[config.mk]
export PLATFORM = sky130hd
export DESIGN_NAME = vrd_front
export DESIGN_NICKNAME = d
export VERILOG_FILES = /design/src/design/vrd_pkg.sv /design/src/design/vrd_front.sv
export SDC_FILE = /design/constraint.sdc
export NUM_CORES = 1
export LEC_CHECK = 0
export BUFFER_PORTS_ARGS = -buffer_cell sky130_fd_sc_hd__buf_2
export CAP_MARGIN = 20
export CORE_ASPECT_RATIO = 0.7
export CORE_MARGIN = 2
export CORE_UTILIZATION = 35
export CTS_BUF_LIST = sky130_fd_sc_hd__clkbuf_16
export CTS_CLUSTER_SIZE = 24
export DETAILED_ROUTE_END_ITERATION = 7
export PLACE_DENSITY = 0.63
export RECOVER_POWER = 50
export SLEW_MARGIN = 20
export SYNTH_ARGS = -nofsm -noshare
export SYNTH_HDL_FRONTEND = slang
export SYNTH_SLANG_ARGS = --single-unit
[constraint.sdc]
create_clock -name i_clk -period 9.1 [get_ports i_clk]
set_clock_uncertainty 0.1 [all_clocks]
set_input_delay 0.91 -clock i_clk [delete_from_list [all_inputs] [get_ports i_clk]]
set_output_delay 0.91 -clock i_clk [all_outputs]
set_load 0.1 [all_outputs]
[src/design/vrd_pkg.sv]
// shared types, constants and the arctangent table for the vector rotation unit
package vrd_pkg;

    localparam int CORDIC_STEPS = 24;
    localparam int COEF_SHIFT   = 30;
    localparam int ZW           = 33;
    localparam int CW           = 33;
    localparam int QAW          = 3;
    localparam int QDEPTH       = 1 << QAW;

    localparam logic signed [CW-1:0] GAIN_Q30 = 33'sd652032874;

    localparam logic [16:0] UNITS_QUARTER    = 17'd23040;
    localparam logic [16:0] UNITS_HALF       = 17'd46080;
    localparam logic [16:0] UNITS_THREE_QTR  = 17'd69120;
    localparam logic [16:0] UNITS_TURN       = 17'd92160;

    // z = mag * Z_WHOLE + floor((mag * Z_REM + Z_BIAS) / 45)
    localparam logic [15:0] Z_WHOLE    = 16'd46603;
    localparam logic [4:0]  Z_REM      = 5'd17;
    localparam logic [4:0]  Z_BIAS     = 5'd22;
    localparam logic [20:0] Z_RECIP    = 21'd1491309;
    localparam int          Z_RECIP_SH = 26;

    typedef struct packed {
        logic signed [31:0]   x;
        logic signed [31:0]   y;
        logic signed [ZW-1:0] z;
        logic                 flip;
    } t_item;

    typedef struct packed {
        logic signed [31:0]   x;
        logic signed [31:0]   y;
        logic signed [CW-1:0] cx;
        logic signed [CW-1:0] cy;
        logic                 flip;
    } t_rot;

    function automatic logic [31:0] atan_turn(input int idx);
        logic [31:0] v;
        case (idx)
            0:       v = 32'd536870912;
            1:       v = 32'd316933406;
            2:       v = 32'd167458907;
            3:       v = 32'd85005268;
            4:       v = 32'd42667331;
            5:       v = 32'd21354465;
            6:       v = 32'd10679838;
            7:       v = 32'd5340245;
            8:       v = 32'd2670163;
            9:       v = 32'd1335087;
            10:      v = 32'd667544;
            11:      v = 32'd333772;
            12:      v = 32'd166886;
            13:      v = 32'd83443;
            14:      v = 32'd41722;
            15:      v = 32'd20861;
            16:      v = 32'd10430;
            17:      v = 32'd5215;
            18:      v = 32'd2608;
            19:      v = 32'd1304;
            20:      v = 32'd652;
            21:      v = 32'd326;
            22:      v = 32'd163;
            23:      v = 32'd81;
            24:      v = 32'd41;
            25:      v = 32'd20;
            26:      v = 32'd10;
            27:      v = 32'd5;
            28:      v = 32'd3;
            29:      v = 32'd1;
            30:      v = 32'd1;
            default: v = 32'd0;
        endcase
        return v;
    endfunction

endpackage

[src/design/vrd_front.sv]
// input side: angle reduction, quadrant fold and conversion to a binary angle
module vrd_front
    import vrd_pkg::*;
(
    input  logic                i_clk,
    input  logic                i_rst_n,
    input  logic                i_valid,
    output logic                o_ready,
    input  logic signed [31:0]  i_x,
    input  logic signed [31:0]  i_y,
    input  logic signed [17:0]  i_angle,
    input  logic [QAW:0]        i_q_count,
    output logic                o_push,
    output t_item               o_item
);

    logic               r_v1, r_v2, r_v3, r_v4;
    logic signed [31:0] r_x1, r_y1, r_x2, r_y2, r_x3, r_y3;
    logic [16:0]        r_r0;
    logic [14:0]        r_mag;
    logic               r_neg2, r_flip2, r_neg3, r_flip3;
    logic [30:0]        r_p1;
    logic [13:0]        r_q;
    t_item              r_item;

    logic signed [19:0] w_a;
    logic signed [19:0] n_r0;
    logic [16:0]        n_mag;
    logic               n_neg, n_flip;
    logic [19:0]        w_v;
    logic [39:0]        w_prod;
    logic [30:0]        w_zmag;
    logic [QAW+1:0]     w_used;
    logic               w_accept;

    assign w_used = (QAW+2)'(r_v1) + (QAW+2)'(r_v2) + (QAW+2)'(r_v3) + (QAW+2)'(r_v4)
                  + (QAW+2)'(i_q_count);
    assign o_ready  = w_used < (QAW+2)'(QDEPTH);
    assign w_accept = i_valid & o_ready;

    // one turn reduction into [0, turn)
    assign w_a = {{2{i_angle[17]}}, i_angle};
    always_comb begin
        if (w_a >= 20'sd92160) begin
            n_r0 = w_a - 20'sd92160;
        end else if (w_a >= 20'sd0) begin
            n_r0 = w_a;
        end else if (w_a >= -20'sd92160) begin
            n_r0 = w_a + 20'sd92160;
        end else begin
            n_r0 = w_a + 20'sd184320;
        end
    end

    // fold into +-90 degrees, magnitude and sign
    always_comb begin
        if (r_r0 <= UNITS_QUARTER) begin
            n_mag  = r_r0;
            n_neg  = 1'b0;
            n_flip = 1'b0;
        end else if (r_r0 <= UNITS_HALF) begin
            n_mag  = UNITS_HALF - r_r0;
            n_neg  = 1'b1;
            n_flip = 1'b1;
        end else if (r_r0 < UNITS_THREE_QTR) begin
            n_mag  = r_r0 - UNITS_HALF;
            n_neg  = 1'b0;
            n_flip = 1'b1;
        end else begin
            n_mag  = UNITS_TURN - r_r0;
            n_neg  = 1'b1;
            n_flip = 1'b0;
        end
    end

    assign w_v    = 20'(r_mag) * 20'(Z_REM) + 20'(Z_BIAS);
    assign w_prod = 40'(w_v) * 40'(Z_RECIP);
    assign w_zmag = r_p1 + 31'(r_q);

    always_ff @(posedge i_clk) begin
        if (!i_rst_n) begin
            r_v1 <= 1'b0;
            r_v2 <= 1'b0;
            r_v3 <= 1'b0;
            r_v4 <= 1'b0;
        end else begin
            r_v1 <= w_accept;
            r_v2 <= r_v1;
            r_v3 <= r_v2;
            r_v4 <= r_v3;
        end
    end

    always_ff @(posedge i_clk) begin
        r_x1    <= i_x;
        r_y1    <= i_y;
        r_r0    <= n_r0[16:0];
        r_x2    <= r_x1;
        r_y2    <= r_y1;
        r_mag   <= n_mag[14:0];
        r_neg2  <= n_neg;
        r_flip2 <= n_flip;
        r_x3    <= r_x2;
        r_y3    <= r_y2;
        r_p1    <= 31'(r_mag) * 31'(Z_WHOLE);
        r_q     <= w_prod[Z_RECIP_SH+13:Z_RECIP_SH];
        r_neg3  <= r_neg2;
        r_flip3 <= r_flip2;
        r_item.x    <= r_x3;
        r_item.y    <= r_y3;
        r_item.z    <= r_neg3 ? (ZW'(0) - ZW'(w_zmag)) : ZW'(w_zmag);
        r_item.flip <= r_flip3;
    end

    assign o_push = r_v4;
    assign o_item = r_item;

endmodule

==> impl_metrics.json <==
{
  "path_common_cell": "fa_1",
  "final_area_um2": 24900,
  "async_flop_share_pct": 0,
  "final_antenna_net_count": 0,
  "setup-tns-final_ps": 0,
  "hpwlAfterDp_mm": 42.4,
  "hold_viol": 0,
  "diodes": 0,
  "yosysWarningCount": 0,
  "setup_viol": 0,
  "slowest_stage": "fa_1",
  "htree_levels": 1,
  "end_kind": "register",
  "initial_utilization_pct": 35.3,
  "synthCells": 2002,
  "seq_area_frac_synth_pct": 34.6,
  "area_delta_synth_final_pct": 15.1,
  "first_pass_iters": 5,
  "r2r_end": "r_q[11]",
  "cp.arrival_ps": 9070,
  "critPathBufInv": 6,
  "cp_max_fo": 3,
  "min_period_ps": 8660,
  "start_kind": "register",
  "drc": 0,
  "grt_pass1_wl_mm": 77.5,
  "drt_iter0_drc": 755,
  "slew_viol_final": 0,
  "critical-path-top-delay-family": "adder cells",
  "netlist_area_um2": 21600,
  "ioPinCount": 189,
  "synth_edf_count": 0,
  "rrSetupSlack_ps": 440,
  "finalCritPeriodShare_pct": 95.2,
  "holdBufCountCts": 0,
  "gr-total-overflow": 0,
  "cts_sinks": 374,
  "slew_headroom_pct": 46.6,
  "fp.dieH_um": 212,
  "die_w_um": 301,
  "cts_tree": "done",
  "root_buffer": "clkbuf_16",
  "clockBufferDepth": 3,
  "drt_wl_total_mm": 49.6,
  "endpoint": "r_q[11]",
  "final_nets": 2872,
  "hold_depth": 0,
  "drv_cap": 0,
  "io_buffers": 188,
  "drive_above_1_share_pct": 13.9,
  "track_usage_pct": 15.4,
  "whs_ps": 223,
  "crit_start": "r_mag[0]",
  "clock.fmax_mhz": 115,
  "synth_cell_types": 81,
  "clock_latency_ps": 580,
  "vias": 14265,
  "rr_startpoint": "r_mag[0]",
  "core_um2": 61300,
  "hp-class": "register to register",
  "critPathKind": "register to register",
  "fp-row-count": 76,
  "crit_cells": 33,
  "grt_pass1_vias": 14218,
  "syn_area_per_cell_um2": 10.8,
  "avgRoutedWirePerCell_um": 16.1,
  "place.gp.congestion": 0.955,
  "via_per_inst": 4.63,
  "syn_nets": 2636,
  "clk_pin_slew_ps": 80,
  "synthFlopType": "dfxtp_1",
  "grt_max_degree": 34,
  "die-area_um2": 63900,
  "reg2reg_depth": 33,
  "dpl_cell_area_um2": 23800,
  "cts_inserted_buffers": 31,
  "antenna_found_initial": 0,
  "ys_ff_latch": 374,
  "critPathMaxStageDelay_ps": 570,
  "tightestPinTransition_ps": 799,
  "status": "finished, final reports clean",
  "cp.required_ps": 9500
}
how the worst min path moves through the flow:
stage | end | from | slack, ps
6_report | r_y3[20] | r_y2[20] | 220
4_1_cts | r_y3[11] | r_y2[11] | 220
3_5_place_dp | o_item[45] | r_y3[11] | 210
3_3_place_gp | r_y3[11] | r_y2[11] | 210
5_1_grt | o_item[77] | r_x3[11] | 230
2_1_floorplan | o_item[0] | r_flip3 | 210
stage by stage:
step / util [%] / setup slack, ps / std cells
after global placement: 38.8 / 119 / 3023
after global routing: 40.6 / -44.2 / 3082
after floorplan: - / 260 / 2002
after CTS: 40.5 / 76.0 / 3081
after detailed placement: 38.8 / -9.16 / 3023
final: 40.6 / 435 / 3082
repair_timing:
item | CTS | global route
endpoints found under the hold margin | 0 | 0
setup endpoints to repair | 3 | 9
resized for setup | 2 | 18
pin swaps | 0 | 5
setup buffers | 0 | 1
worst reg2reg max path, delay by kind of cell (launching register included):
family	cells	cell delay, ps
flip-flops	1	390
adder cells (fa/ha/maj)	10	4560
XOR/XNOR	2	260
buffers and inverters	6	590
AND/OR/NAND/NOR	2	180
AO/OA/AOI/OAI	13	2490
cells in the final DEF (no fill, tap or decap), types with 35 or more instances in the layout:
master	instances
nand3_1	35
buf_2	188
xnor2_1	86
nand2_1	73
o21ai_0	46
nor2_1	64
ha_1	364
fa_1	179
buf_4	35
xor2_1	41
a21oi_1	78
dfxtp_1	373
inv_1	356
logic make-up after synthesis:
family	Yosys count	share of synthesized area [%]
mux	3	0.145
xor+xnor	129	5.22
compound gates	294	9.25
fa+ha+maj	545	37.7
flops	374	34.6
simple gates	282	6.50
buf+inv	375	6.57
synth_stat cells (5+ instances only):
master | n | area share [%]
clkbuf_1 | 15 | 0.26
o2111ai_1 | 5 | 0.20
o21a_1 | 14 | 0.49
o211ai_1 | 6 | 0.21
dfxtp_1 | 374 | 35
nand2b_1 | 11 | 0.32
nand2_1 | 73 | 1.3
inv_1 | 355 | 6.2
xor2_1 | 41 | 1.7
nor2_1 | 64 | 1.1
and3_1 | 11 | 0.32
o21bai_1 | 9 | 0.31
o31ai_1 | 12 | 0.42
o21ai_0 | 50 | 1.2
o21ai_1 | 11 | 0.25
nor3_1 | 20 | 0.46
a21o_1 | 26 | 0.90
ha_1 | 366 | 21
nor4_1 | 10 | 0.29
o22ai_1 | 6 | 0.17
nor2b_1 | 11 | 0.32
a211oi_1 | 8 | 0.28
xnor2_1 | 88 | 3.6
a21oi_1 | 79 | 1.8
and2_1 | 7 | 0.20
nand3_1 | 36 | 0.83
a31oi_1 | 11 | 0.32
fa_1 | 179 | 17
a221oi_1 | 5 | 0.20
nand4_1 | 9 | 0.26
state kept, by name (all words and copies together), names as in the netlist, 14 cells and up:
register	flops
r_x3	32
r_mag	15
r_x1	32
r_y2	32
r_p1	31
r_q	14
r_r0	17
o_item	97
r_x2	32
r_y3	32
r_y1	32
metal layers:
metal	global-route usage, %	vias up	share of wire [%]
met5	0	-	0
met4	1.97	0	1.2
met3	3.68	46	6.4
met2	21.8	296	40
met1	23.9	6804	53
li1	-	7119	-
area by class of cell:
type,instances,area [um^2]
clock buffers,31,776
inverters,355,1330
flip-flops and latches,374,7490
fillers,5921,36400
multi-input cells,1253,12800
repair buffers,223,1200
well taps,819,1020
clock inverters,27,264
Power is left out: the tool's default activity adds up to more than one toggle a clock period on the data nets, which glitch-free logic cannot reach.
