--- src/design/vrd_pkg.sv ---
// shared types, constants and the arctangent table for the vector rotation unit
package vrd_pkg;

    localparam int CORDIC_STEPS = 24;
    localparam int COEF_SHIFT   = 30;
    localparam int ZW           = 33;
    localparam int CW           = 33;
    localparam int QAW          = 3;
    localparam int QDEPTH       = 1 << QAW;

    localparam logic signed [CW-1:0] GAIN_Q30 = 33'sd652032874;

    localparam logic [16:0] UNITS_QUARTER    = 17'd23040;
    localparam logic [16:0] UNITS_HALF       = 17'd46080;
    localparam logic [16:0] UNITS_THREE_QTR  = 17'd69120;
    localparam logic [16:0] UNITS_TURN       = 17'd92160;

    // z = mag * Z_WHOLE + floor((mag * Z_REM + Z_BIAS) / 45)
    localparam logic [15:0] Z_WHOLE    = 16'd46603;
    localparam logic [4:0]  Z_REM      = 5'd17;
    localparam logic [4:0]  Z_BIAS     = 5'd22;
    localparam logic [20:0] Z_RECIP    = 21'd1491309;
    localparam int          Z_RECIP_SH = 26;

    typedef struct packed {
        logic signed [31:0]   x;
        logic signed [31:0]   y;
        logic signed [ZW-1:0] z;
        logic                 flip;
    } t_item;

    typedef struct packed {
        logic signed [31:0]   x;
        logic signed [31:0]   y;
        logic signed [CW-1:0] cx;
        logic signed [CW-1:0] cy;
        logic                 flip;
    } t_rot;

    function automatic logic [31:0] atan_turn(input int idx);
        logic [31:0] v;
        case (idx)
            0:       v = 32'd536870912;
            1:       v = 32'd316933406;
            2:       v = 32'd167458907;
            3:       v = 32'd85005268;
            4:       v = 32'd42667331;
            5:       v = 32'd21354465;
            6:       v = 32'd10679838;
            7:       v = 32'd5340245;
            8:       v = 32'd2670163;
            9:       v = 32'd1335087;
            10:      v = 32'd667544;
            11:      v = 32'd333772;
            12:      v = 32'd166886;
            13:      v = 32'd83443;
            14:      v = 32'd41722;
            15:      v = 32'd20861;
            16:      v = 32'd10430;
            17:      v = 32'd5215;
            18:      v = 32'd2608;
            19:      v = 32'd1304;
            20:      v = 32'd652;
            21:      v = 32'd326;
            22:      v = 32'd163;
            23:      v = 32'd81;
            24:      v = 32'd41;
            25:      v = 32'd20;
            26:      v = 32'd10;
            27:      v = 32'd5;
            28:      v = 32'd3;
            29:      v = 32'd1;
            30:      v = 32'd1;
            default: v = 32'd0;
        endcase
        return v;
    endfunction

endpackage

--- src/design/vrd_queue.sv ---
// small first-in first-out queue between the front and the rotation pipeline
module vrd_queue
    import vrd_pkg::*;
(
    input  logic          i_clk,
    input  logic          i_rst_n,
    input  logic          i_push,
    input  t_item         i_item,
    input  logic          i_pop,
    output t_item         o_item,
    output logic          o_empty,
    output logic [QAW:0]  o_count
);

    t_item            r_mem [QDEPTH];
    logic [QAW-1:0]   r_wr, r_rd;
    logic [QAW:0]     r_cnt;
    logic             w_pop;

    assign w_pop   = i_pop & (r_cnt != '0);
    assign o_empty = (r_cnt == '0);
    assign o_count = r_cnt;
    assign o_item  = r_mem[r_rd];

    always_ff @(posedge i_clk) begin
        if (i_push) begin
            r_mem[r_wr] <= i_item;
        end
    end

    always_ff @(posedge i_clk) begin
        if (!i_rst_n) begin
            r_wr  <= '0;
            r_rd  <= '0;
            r_cnt <= '0;
        end else begin
            if (i_push) begin
                r_wr <= r_wr + 1'b1;
            end
            if (w_pop) begin
                r_rd <= r_rd + 1'b1;
            end
            r_cnt <= r_cnt + (QAW+1)'(i_push) - (QAW+1)'(w_pop);
        end
    end

endmodule

--- config.mk ---
export PLATFORM = sky130hd
export DESIGN_NAME = vrd_queue
export DESIGN_NICKNAME = d
export VERILOG_FILES = /design/src/design/vrd_pkg.sv /design/src/design/vrd_queue.sv
export SDC_FILE = /design/constraint.sdc
export NUM_CORES = 1
export LEC_CHECK = 0
export BUFFER_PORTS_ARGS = -buffer_cell sky130_fd_sc_hd__buf_2
export CAP_MARGIN = 0
export CORE_UTILIZATION = 40
export DETAILED_ROUTE_END_ITERATION = 16
export SLEW_MARGIN = 30
export SYNTH_ARGS = -nofsm -noshare
export SYNTH_HDL_FRONTEND = slang
export SYNTH_SLANG_ARGS = --single-unit
export TNS_END_PERCENT = 100
--- constraint.sdc ---
create_clock -name i_clk -period 7.9 [get_ports i_clk]
set_clock_uncertainty 0.05 [all_clocks]
set_input_delay 0.79 -clock i_clk [delete_from_list [all_inputs] [get_ports i_clk]]
set_output_delay 0.79 -clock i_clk [all_outputs]
set_load 0.02 [all_outputs]
==> results of run 1 <==
[where the power goes]
group / internal (mW) / switching (mW) / total [mW]
Clock: 2.26 / 1.54 / 3.81
Sequential: 4.77 / 0.0664 / 4.84
Combinational: 0.683 / 0.831 / 1.51
[final cells by class]
cell class / count / area [um^2] / share of cell area, %
Multi-Input combinational cell: 348 / 6050 / 17.2
Clock buffer: 103 / 2190 / 6.24
Tap cell: 969 / 1210 / 3.45
Inverter: 4 / 15.0 / 0.0427
Sequential cell: 797 / 23800 / 67.7
Clock inverter: 44 / 467 / 1.33
Timing Repair Buffer: 225 / 1400 / 3.98
[logic make-up (layout without fill, tap and decap cells)]
logic type	Yosys count	in the layout	synth area share, %
compound gates	5	5	0.108
xor+xnor	3	3	0.0871
fa+ha+maj	7	7	0.315
buf+inv	61	376	1.28
flops	797	797	78.9
mux	301	301	18.8
simple gates	32	32	0.535
[flip-flops by register name, indices dropped and copies added (netlist names), named ones only]
name     count
o_count      4
r_mem      784
r_rd         3
r_wr         3
[worst max path at each step]
stage	from	endpoint	cells after the start
after floorplan	i_push	r_mem[2][0]$_DFFE_PP_	2
after global placement	flop	o_item[57]	4
after detailed placement	flop	o_item[33]	5
after CTS	flop	o_item[33]	5
after global routing	flop	o_item[1]	6
final	flop	o_item[80]	6
[layer usage]
layer	track usage [%]	vias to the layer above
li1	-	5694
met1	22.0	7060
met2	25.5	293
met3	4.11	110
met4	4.47	24
met5	0	-
[cells in the mapped netlist]
cell        n
a21boi_0    2
or3_1       1
ha_1        6
mux2_2     98
nand2b_1    6
a21o_1      1
buf_8       2
mux4_2    174
a21oi_1     1
nand2_1     8
nor2_1      7
buf_6      15
xnor2_1     2
inv_1       4
dfxtp_1    13
fa_1        1
o21ai_0     1
and2_1      4
buf_2      17
buf_1       4
nor2b_1     2
mux2i_1     7
clkbuf_1   19
edfxtp_1  784
nor3b_1     1
nor3_1      2
xor2_1      1
mux4_1     22
or2_2       1
[critical path, stage by stage, from the launching register on]
cell	delay, ns
dfxtp_4	0.60
buf_16	0.29
buf_12	0.27
buf_16	0.44
mux4_2	0.41
mux2_2	0.31
buf_2	0.17
==> results.py, run 1 <==
metrics = {
    "floorplan": {
        "io_pins": 205,
        "die_y_um": 277,
        "start_util_pct": 40.5,
        "core-area_mm2": 0.0746,
        "rows": 100,
        "die_area_mm2": 0.0765,
        "die_w_um": 277,
    },
    "sta": {
        "fin_crit_sh_pct": 52.7,
        "worst_slew_pin_slew_ns": 0.939,
        "max_freq_mhz": 240,
        "min_period_ns": 4.16,
        "hold_ws_ns": 0.379,
        "setup_viol": 0,
        "finalHoldViolations": 0,
        "fin_setup_tns_ns": 0,
        "grt_setup_unrepaired": "false",
        "setup_ws_ns": 3.74,
        "maxSlewViolCount": 0,
        "slew-limit-headroom_pct": 37.4,
    },
    "power": {
        "vdd_drop_max_mv": 0.190,
        "powerDensity_mw_per_mm2": 289,
        "power.total_mw": 10.2,
        "p_leak_nw": 11.1,
    },
    "run_status": {
        "status": "completed",
    },
    "cells_and_area": {
        "most-common-layout-cells": "edfxtp_1, buf_2, mux4_2",
        "drive_above_1_share_pct": 40.8,
        "diodes": 0,
        "final_common_cell": "edfxtp_1",
        "instances_no_fill": 2490,
        "n_fill_cell": 6113,
        "area_growth_syn_to_layout_pct": 16.5,
        "nNetsFinal": 1568,
        "final_area_mm2": 0.0352,
        "utilization_pct": 47.1,
    },
    "logic_synthesis": {
        "yosysTopAreaCellShare_pct": 78.0,
        "seq_area_frac_synth_pct": 78.9,
        "syn-cell-area_mm2": 0.0302,
        "ys_ff_latch": 797,
        "yosysUniqueCellTypes": 29,
        "synth_nets": 1315,
        "yosysWarnings": 0,
        "netlist_instances": 1206,
        "synth.area.top_cells": "edfxtp_1, mux4_2, mux2_2, mux4_1, dfxtp_1",
        "yosysTopAreaCell": "edfxtp_1",
        "syn_avg_cell_area_um2": 25.0,
    },
    "routing": {
        "via_per_inst": 5.29,
        "drt_iter0_markers": 892,
        "wire_per_inst_um": 24.4,
        "drc": 0,
        "top_layer": "met5",
        "drtAntennaViolNets": 0,
        "firstDrtPassIters": 5,
        "wl_met1_um": 26700,
        "dr_wl_met3_um": 3430,
        "met2WireLength_um": 29400,
        "wl_um": 60700,
        "num_vias": 13200,
    },
    "placement": {
        "gp_congestion": 0.682,
        "io_buffer_count": 204,
        "place_area_mm2": 0.0325,
        "dp_hpwl_um": 30200,
        "pre_cts_ws_ns": 4.45,
        "dp.cells": 2342,
    },
    "min_path": {
        "hold_depth": 1,
        "min-delay-start": "i_item[20]",
        "hold_end": "r_mem[7][20]$_DFFE_PP_",
        "min-delay-path-class": "primary input to flop",
    },
    "cts": {
        "clkTransAtPathRegs_ns": 0.06,
        "cts_inserted_buffers": 83,
        "cts-resized-gates": 0,
        "tritoncts": "done",
        "holdBufCountCts": 0,
        "clock_latency_ns": 0.62,
        "post-cts-setup-buffers": 0,
        "clock_path_buffers": 3,
        "htree_levels": 3,
        "cts-root-buf": "clkbuf_16",
        "cts_num_sinks": 797,
    },
    "setup_path": {
        "rrSetupSlack_ns": 5.19,
        "cp-end-kind": "output port",
        "worstSetupStartpointType": "flop",
        "r2r_end": "r_mem[3][4]$_DFFE_PP_",
        "cp_data_arrival_time_ns": 3.32,
        "ff2ff_path_depth": 3,
        "reg2reg_from": "r_wr[0]$_SDFFE_PN0P_",
        "path_class": "flop to output port",
        "worstPathRequired_ns": 7.06,
        "cp_max_fo": 98,
    },
    "global_routing": {
        "grt_overflow": 0,
        "antenna_found_initial": 13,
        "grt_start_max_net_pins": 135,
        "grt_pass1_vias": 14300,
        "grt_pass1_wl_um": 91100,
        "grt_util_all_layers_pct": 16.0,
    },
    "run": {
        "maxCapViolCount": 0,
    },
}
(Power assumes the default switching activity.)
==> run 2, diff against run 1 <==
- clock period: 7.9 -> 4 ns (I/O delays scaled with it)
==> results.py, run 2 (synthesis results as in run 1) <==
metrics = {
    "floorplan": {
        "io_pins": 205,
        "die_y_um": 277,
        "die_area_mm2": 0.0765,
        "core-area_mm2": 0.0746,
        "start_util_pct": 40.5,
        "die_w_um": 277,
        "rows": 100,
    },
    "min_path": {
        "min-delay-path-class": "primary input to flop",
    },
    "sta": {
        "worst_slew_pin_slew_ns": 0.846,
        "min_period_ns": 3.37,
        "max_freq_mhz": 297,
        "grt_setup_unrepaired": "false",
        "maxSlewViolCount": 0,
        "setup_viol": 0,
        "hold_ws_ns": 0.0932,
        "fin_crit_sh_pct": 84.2,
        "fin_setup_tns_ns": 0,
        "finalHoldViolations": 0,
        "slew-limit-headroom_pct": 43.6,
    },
    "cells_and_area": {
        "most-common-layout-cells": "edfxtp_1, buf_2, mux4_2",
        "largest_register_ffs": 784,
        "final_common_cell": "edfxtp_1",
        "area_growth_syn_to_layout_pct": 21.2,
        "utilization_pct": 49.0,
        "regMostFlops": "r_mem",
        "drive_above_1_share_pct": 40.0,
        "nNetsFinal": 1685,
    },
    "routing": {
        "firstDrtPassIters": 5,
        "drc": 0,
        "wire_per_inst_um": 23.8,
        "wl_um": 62300,
        "drtAntennaViolNets": 0,
        "via_per_inst": 5.24,
        "num_vias": 13700,
        "drt_iter0_markers": 903,
    },
    "setup_path": {
        "cp_max_fo": 33,
        "critPathMaxStageDelay_ns": 0.89,
        "cp_data_arrival_time_ns": 2.92,
        "crit_slowest_cell": "dfxtp_4",
        "rrSetupSlack_ns": 1.52,
        "endpoint": "o_item[59]",
        "worstPathRequired_ns": 3.55,
        "ff2ff_path_depth": 9,
        "reg2reg_from": "o_count[2]$_SDFF_PN0_",
        "cp-end-kind": "output port",
        "worstSetupStartpointType": "flop",
        "path_class": "flop to output port",
        "r2r_end": "o_count[3]$_SDFF_PN0_",
        "worstPathCellList": "buf_4, mux4_1, mux2_2, buf_2",
    },
    "placement": {
        "io_buffer_count": 204,
        "gp_congestion": 0.671,
        "dp_hpwl_um": 33400,
    },
    "global_routing": {
        "grt_util_met1_pct": 22.6,
        "grt_use_met3_pct": 3.71,
        "use_met2_pct": 27.0,
        "grt-busiest-layer": "met2",
        "antenna_found_initial": 10,
        "grt_util_all_layers_pct": 16.6,
        "grt_start_max_net_pins": 99,
        "grt_pass1_vias": 15000,
        "grt_pass1_wl_um": 94600,
        "grt_overflow": 0,
    },
    "power": {
        "power_frac_seq_pct": 46.5,
        "switching_share_pct": 24.1,
        "powerDensity_mw_per_mm2": 565,
        "p_int_mw": 15.7,
        "vdd_drop_max_mv": 0.317,
        "clock_power_share_pct": 38.5,
        "power_frac_comb_pct": 15.0,
        "power_switching_mw": 4.97,
        "p_leak_nw": 11.7,
    },
    "cts": {
        "post-cts-setup-buffers": 0,
        "cts-resized-gates": 0,
        "clkTransAtPathRegs_ns": 0.06,
        "cts-root-buf": "clkbuf_16",
        "holdBufCountCts": 98,
        "cts_num_sinks": 797,
        "tritoncts": "done",
        "clock_path_buffers": 3,
        "clock_latency_ns": 0.61,
        "htree_levels": 3,
        "cts_inserted_buffers": 83,
    },
    "run": {
        "maxCapViolCount": 0,
    },
    "run_status": {
        "status": "completed",
    },
}
## run 2: cell types whose count changed in the layout (fill, tap and decap cells not counted), moves of 5 or more
cell | previous run | this run
clkinv_2 | 10 | 18
buf_16 | 6 | 1
buf_4 | 7 | 16
dlygate4sd3_1 | 0 | 98
clkbuf_1 | 18 | 11
buf_12 | 8 | 23
## run 2: power by group through the flow
stage	sequential [mW]	clock (mW)	combinational, mW
finish	9.60	7.96	3.09
global route	9.63	8.45	3.31
CTS	9.61	8.17	3.17
detailed placement	9.79	0	3.07
global placement	9.78	0	3.04
floorplan	9.68	0	2.15
## run 2: metal layers
| layer | up-vias | wire (um) |
|---|---|---|
| li1 | 5943 | - |
| met1 | 7356 | 27400 |
| met2 | 294 | 30500 |
| met3 | 106 | 3130 |
| met4 | 12 | 1170 |
| met5 | - | 76 |
## run 2: worst min-delay path by stage
stage / from / to / slack, ns / depth (start not counted)
finish: i_rst_n / flop / 0.09 / 2
global route: i_rst_n / flop / 0.07 / 2
CTS: i_rst_n / flop / 0.05 / 2
detailed placement: r_rd[1]$_SDFFE_PN0P_ / r_rd[1]$_SDFFE_PN0P_ / 0.44 / 2
global placement: r_rd[2]$_SDFFE_PN0P_ / flop / 0.43 / 2
floorplan: r_rd[1]$_SDFFE_PN0P_ / flop / 0.41 / 2
## run 2: stage by stage
stage	total power, mW	instance area, um^2	setup slack (ns)	instances
5_1_grt	21.4	36600	0.439	2616
4_1_cts	21.0	36600	0.498	2614
3_5_place_dp	12.9	32700	1.18	2362
2_1_floorplan	11.8	30200	-1.24	1206
3_3_place_gp	12.8	32700	1.20	2361
6_report	20.6	36600	0.632	2616
## run 2: worst max-delay path: cells and delay by family, from the launching register on
| kind | cells | cell delay, ns |
|---|---|---|
| DFF | 1 | 0.89 |
| buffers and inverters | 2 | 0.52 |
| muxes | 2 | 0.85 |
## run 2: cell type report
type                    instances  area, um^2
diodes                          2        5.00
clock buffers                  97        2190
clock inverters                57         661
fillers                      6007       38000
inverters                       4        15.0
multi-input cells             348        6050
flip-flops and latches        797       23800
well taps                     969        1210
repair buffers                342        2610
==> run 3, diff against run 2 <==
- ABC_AREA: unset -> 1
- clock period: 4 -> 3.4 ns (I/O delays scaled with it)
==> results.py, run 3 <==
metrics = {
    "run_status": {
        "status": "completed",
    },
    "global_routing": {
        "grt_util_all_layers_pct": 18.6,
        "grt_pass1_wl_um": 127000,
        "grt_start_max_net_pins": 177,
        "grt_overflow": 0,
        "grt_pass1_vias": 22100,
        "antenna_found_initial": 7,
    },
    "sta": {
        "max_freq_mhz": 329,
        "grt_setup_unrepaired": "false",
        "min_period_ns": 3.04,
        "worst_slew_pin_slew_ns": 1.09,
        "fin_crit_sh_pct": 89.5,
        "slew-limit-headroom_pct": 27.2,
        "maxSlewViolCount": 0,
        "setup_ws_ns": 0.357,
        "hold_ws_ns": 0.131,
        "finalHoldViolations": 0,
        "setup_viol": 0,
    },
    "setup_path": {
        "cp_data_arrival_time_ns": 2.65,
        "worstSetupStartpointType": "flop",
        "ff2ff_path_depth": 10,
        "cp_max_fo": 77,
        "rrSetupSlack_ns": 1.16,
        "reg2reg_from": "o_count[2]$_SDFF_PN0_",
        "cp-end-kind": "output port",
        "worstPathRequired_ns": 3.01,
        "endpoint": "o_item[80]",
        "r2r_end": "o_count[2]$_SDFF_PN0_",
        "path_class": "flop to output port",
    },
    "routing": {
        "wl_um": 82300,
        "drtAntennaViolNets": 0,
        "firstDrtPassIters": 5,
        "via_per_inst": 4.57,
        "drt_iter0_markers": 1584,
        "num_vias": 22800,
        "wire_per_inst_um": 16.5,
        "drc": 0,
    },
    "cells_and_area": {
        "ff_latch_area_mm2": 0.0238,
        "n_fill_cell": 7792,
        "regMostFlops": "r_mem",
        "largest_register_ffs": 784,
        "utilization_pct": 47.6,
        "multiInputGateArea_mm2": 0.00712,
        "drive_above_1_share_pct": 9.95,
        "final_common_cell": "nand2_1",
        "nNetsFinal": 3867,
        "area_growth_syn_to_layout_pct": 17.2,
        "most-common-layout-cells": "nand2_1, inv_1, edfxtp_1",
        "instances_no_fill": 4975,
    },
    "floorplan": {
        "die_y_um": 297,
        "die_area_mm2": 0.0882,
        "start_util_pct": 40.6,
        "rows": 107,
        "io_pins": 205,
        "die_w_um": 297,
        "core-area_mm2": 0.0857,
    },
    "logic_synthesis": {
        "synth_xor_xnor_area_share_pct": 0.0252,
        "synth-simple-area-share_pct": 19.9,
        "synth_ff_type": "edfxtp_1",
        "yosysUniqueCellTypes": 20,
        "yosysTopAreaCellShare_pct": 67.6,
        "syn_avg_cell_area_um2": 10.0,
        "yosysWarnings": 0,
        "synth.top_cells.by_count": "nand2_1, inv_1, edfxtp_1",
        "yosysMostFrequentCell": "nand2_1",
        "synth_mux_area_share_pct": 0,
        "synthArstFlopShare_pct": 0,
        "synthAdderAreaFrac_pct": 0.273,
        "yosysTopAreaCell": "edfxtp_1",
        "ys_ff_latch": 797,
        "synth-edff-count": 784,
        "synth-compound-area-share_pct": 0.144,
        "seq_area_frac_synth_pct": 68.4,
        "syn-cell-area_mm2": 0.0348,
        "synth.area.top_cells": "edfxtp_1, nand2_1, inv_1, nand3_1, buf_2",
        "synth_top_family_by_area": "simple AND/OR/NAND/NOR gates",
        "netlist_instances": 3475,
        "synth_nets": 3584,
    },
    "placement": {
        "io_buffer_count": 204,
        "gp_congestion": 0.728,
        "dp_hpwl_um": 41100,
        "pre_cts_ws_ns": 1.06,
        "dp.cells": 4709,
    },
    "power": {
        "p_int_mw": 18.4,
        "powerDensity_mw_per_mm2": 651,
        "power_frac_seq_pct": 42.0,
        "clock_power_share_pct": 35.0,
        "power.total_mw": 26.6,
        "switching_share_pct": 30.8,
        "power_frac_comb_pct": 23.0,
        "power_switching_mw": 8.19,
        "vdd_drop_max_mv": 0.475,
        "p_leak_nw": 18.6,
    },
    "cts": {
        "cts_inserted_buffers": 90,
        "post-cts-setup-buffers": 0,
        "cts_num_sinks": 797,
        "clkTransAtPathRegs_ns": 0.05,
        "cts-root-buf": "clkbuf_16",
        "htree_levels": 3,
        "clock_path_buffers": 3,
        "tritoncts": "done",
        "clock_latency_ns": 0.62,
        "cts-resized-gates": 0,
    },
    "min_path": {
        "min-delay-path-class": "primary input to flop",
        "hold_depth": 4,
    },
    "run": {
        "maxCapViolCount": 0,
    },
}
[run 3: cell types whose count changed after synthesis, sizes merged, moves of 4 or more]
cell / previous run / this run
nand2b: 6 / 0
mux4: 196 / 0
nand3: 0 / 398
a21oi: 1 / 7
mux2i: 7 / 0
nor2: 7 / 18
buf: 38 / 139
and2: 4 / 0
mux2: 98 / 0
nand2: 8 / 1289
clkbuf: 19 / 12
inv: 4 / 802
[run 3: timing repair]
item,in CTS,in global routing
hold buffers,101,0
hold endpoints to repair,796,0
endpoints found under the setup margin,0,0
[run 3: cell type report]
class,instances,share of cell area (%)
Antenna cell,3,0.0184
Inverter,802,7.43
Clock buffer,111,5.79
Clock inverter,51,1.12
Multi-Input combinational cell,1725,17.5
Sequential cell,797,58.4
Timing Repair Buffer,342,6.31
Tap cell,1144,3.51
[run 3: power by group through the flow]
| stage | sequential, mW | clock [mW] | combinational [mW] |
|---|---|---|---|
| finish | 11.1 | 9.30 | 6.12 |
| global route | 11.2 | 9.89 | 6.83 |
| CTS | 11.1 | 9.54 | 6.22 |
| detailed placement | 11.4 | 0 | 6.09 |
| global placement | 11.3 | 0 | 6.05 |
| floorplan | 11.3 | 0 | 4.26 |
[run 3: stage by stage]
step                TNS, ns  area [um^2]
floorplan           -141.50        34800
global placement          0        37000
detailed placement        0        37000
CTS                       0        40800
global route              0        40800
finish                    0        40800
[run 3: metal layers]
metal | global-route usage, % | vias to the layer above | share of wire (%)
li1 | - | 11400 | -
met1 | 25.0 | 10700 | 45
met2 | 31.0 | 510 | 47
met3 | 3.00 | 127 | 5.0
met4 | 5.62 | 8 | 2.1
met5 | 0 | - | 0.063
[run 3: how the worst min path moves through the flow]
stage | startpoint | end | slack, ns
6_report | i_pop | r_rd[0]$_SDFFE_PN0P_ | 0.13
5_1_grt | i_pop | r_rd[0]$_SDFFE_PN0P_ | 0.12
4_1_cts | i_pop | r_rd[1]$_SDFFE_PN0P_ | 0.07
3_5_place_dp | r_rd[2]$_SDFFE_PN0P_ | r_rd[2]$_SDFFE_PN0P_ | 0.45
3_3_place_gp | r_rd[2]$_SDFFE_PN0P_ | r_rd[2]$_SDFFE_PN0P_ | 0.43
2_1_floorplan | i_rst_n | o_count[0]$_SDFF_PN0_ | 0.38
[run 3: kinds of logic after synthesis]
kind of cell,count (synthesis)
xor+xnor,1
buf+inv,953
simple gates,1707
fa+ha+maj,7
compound gates,10
flops,797
[run 3: critical path, stage by stage, from the launching register on]
cell	delay (ns)
dfxtp_4	0.39
clkinv_8	0.28
buf_4	0.60
nand2_1	0.15
nand3_1	0.12
nand2_1	0.07
nand2_1	0.06
nand2_1	0.11
buf_2	0.18
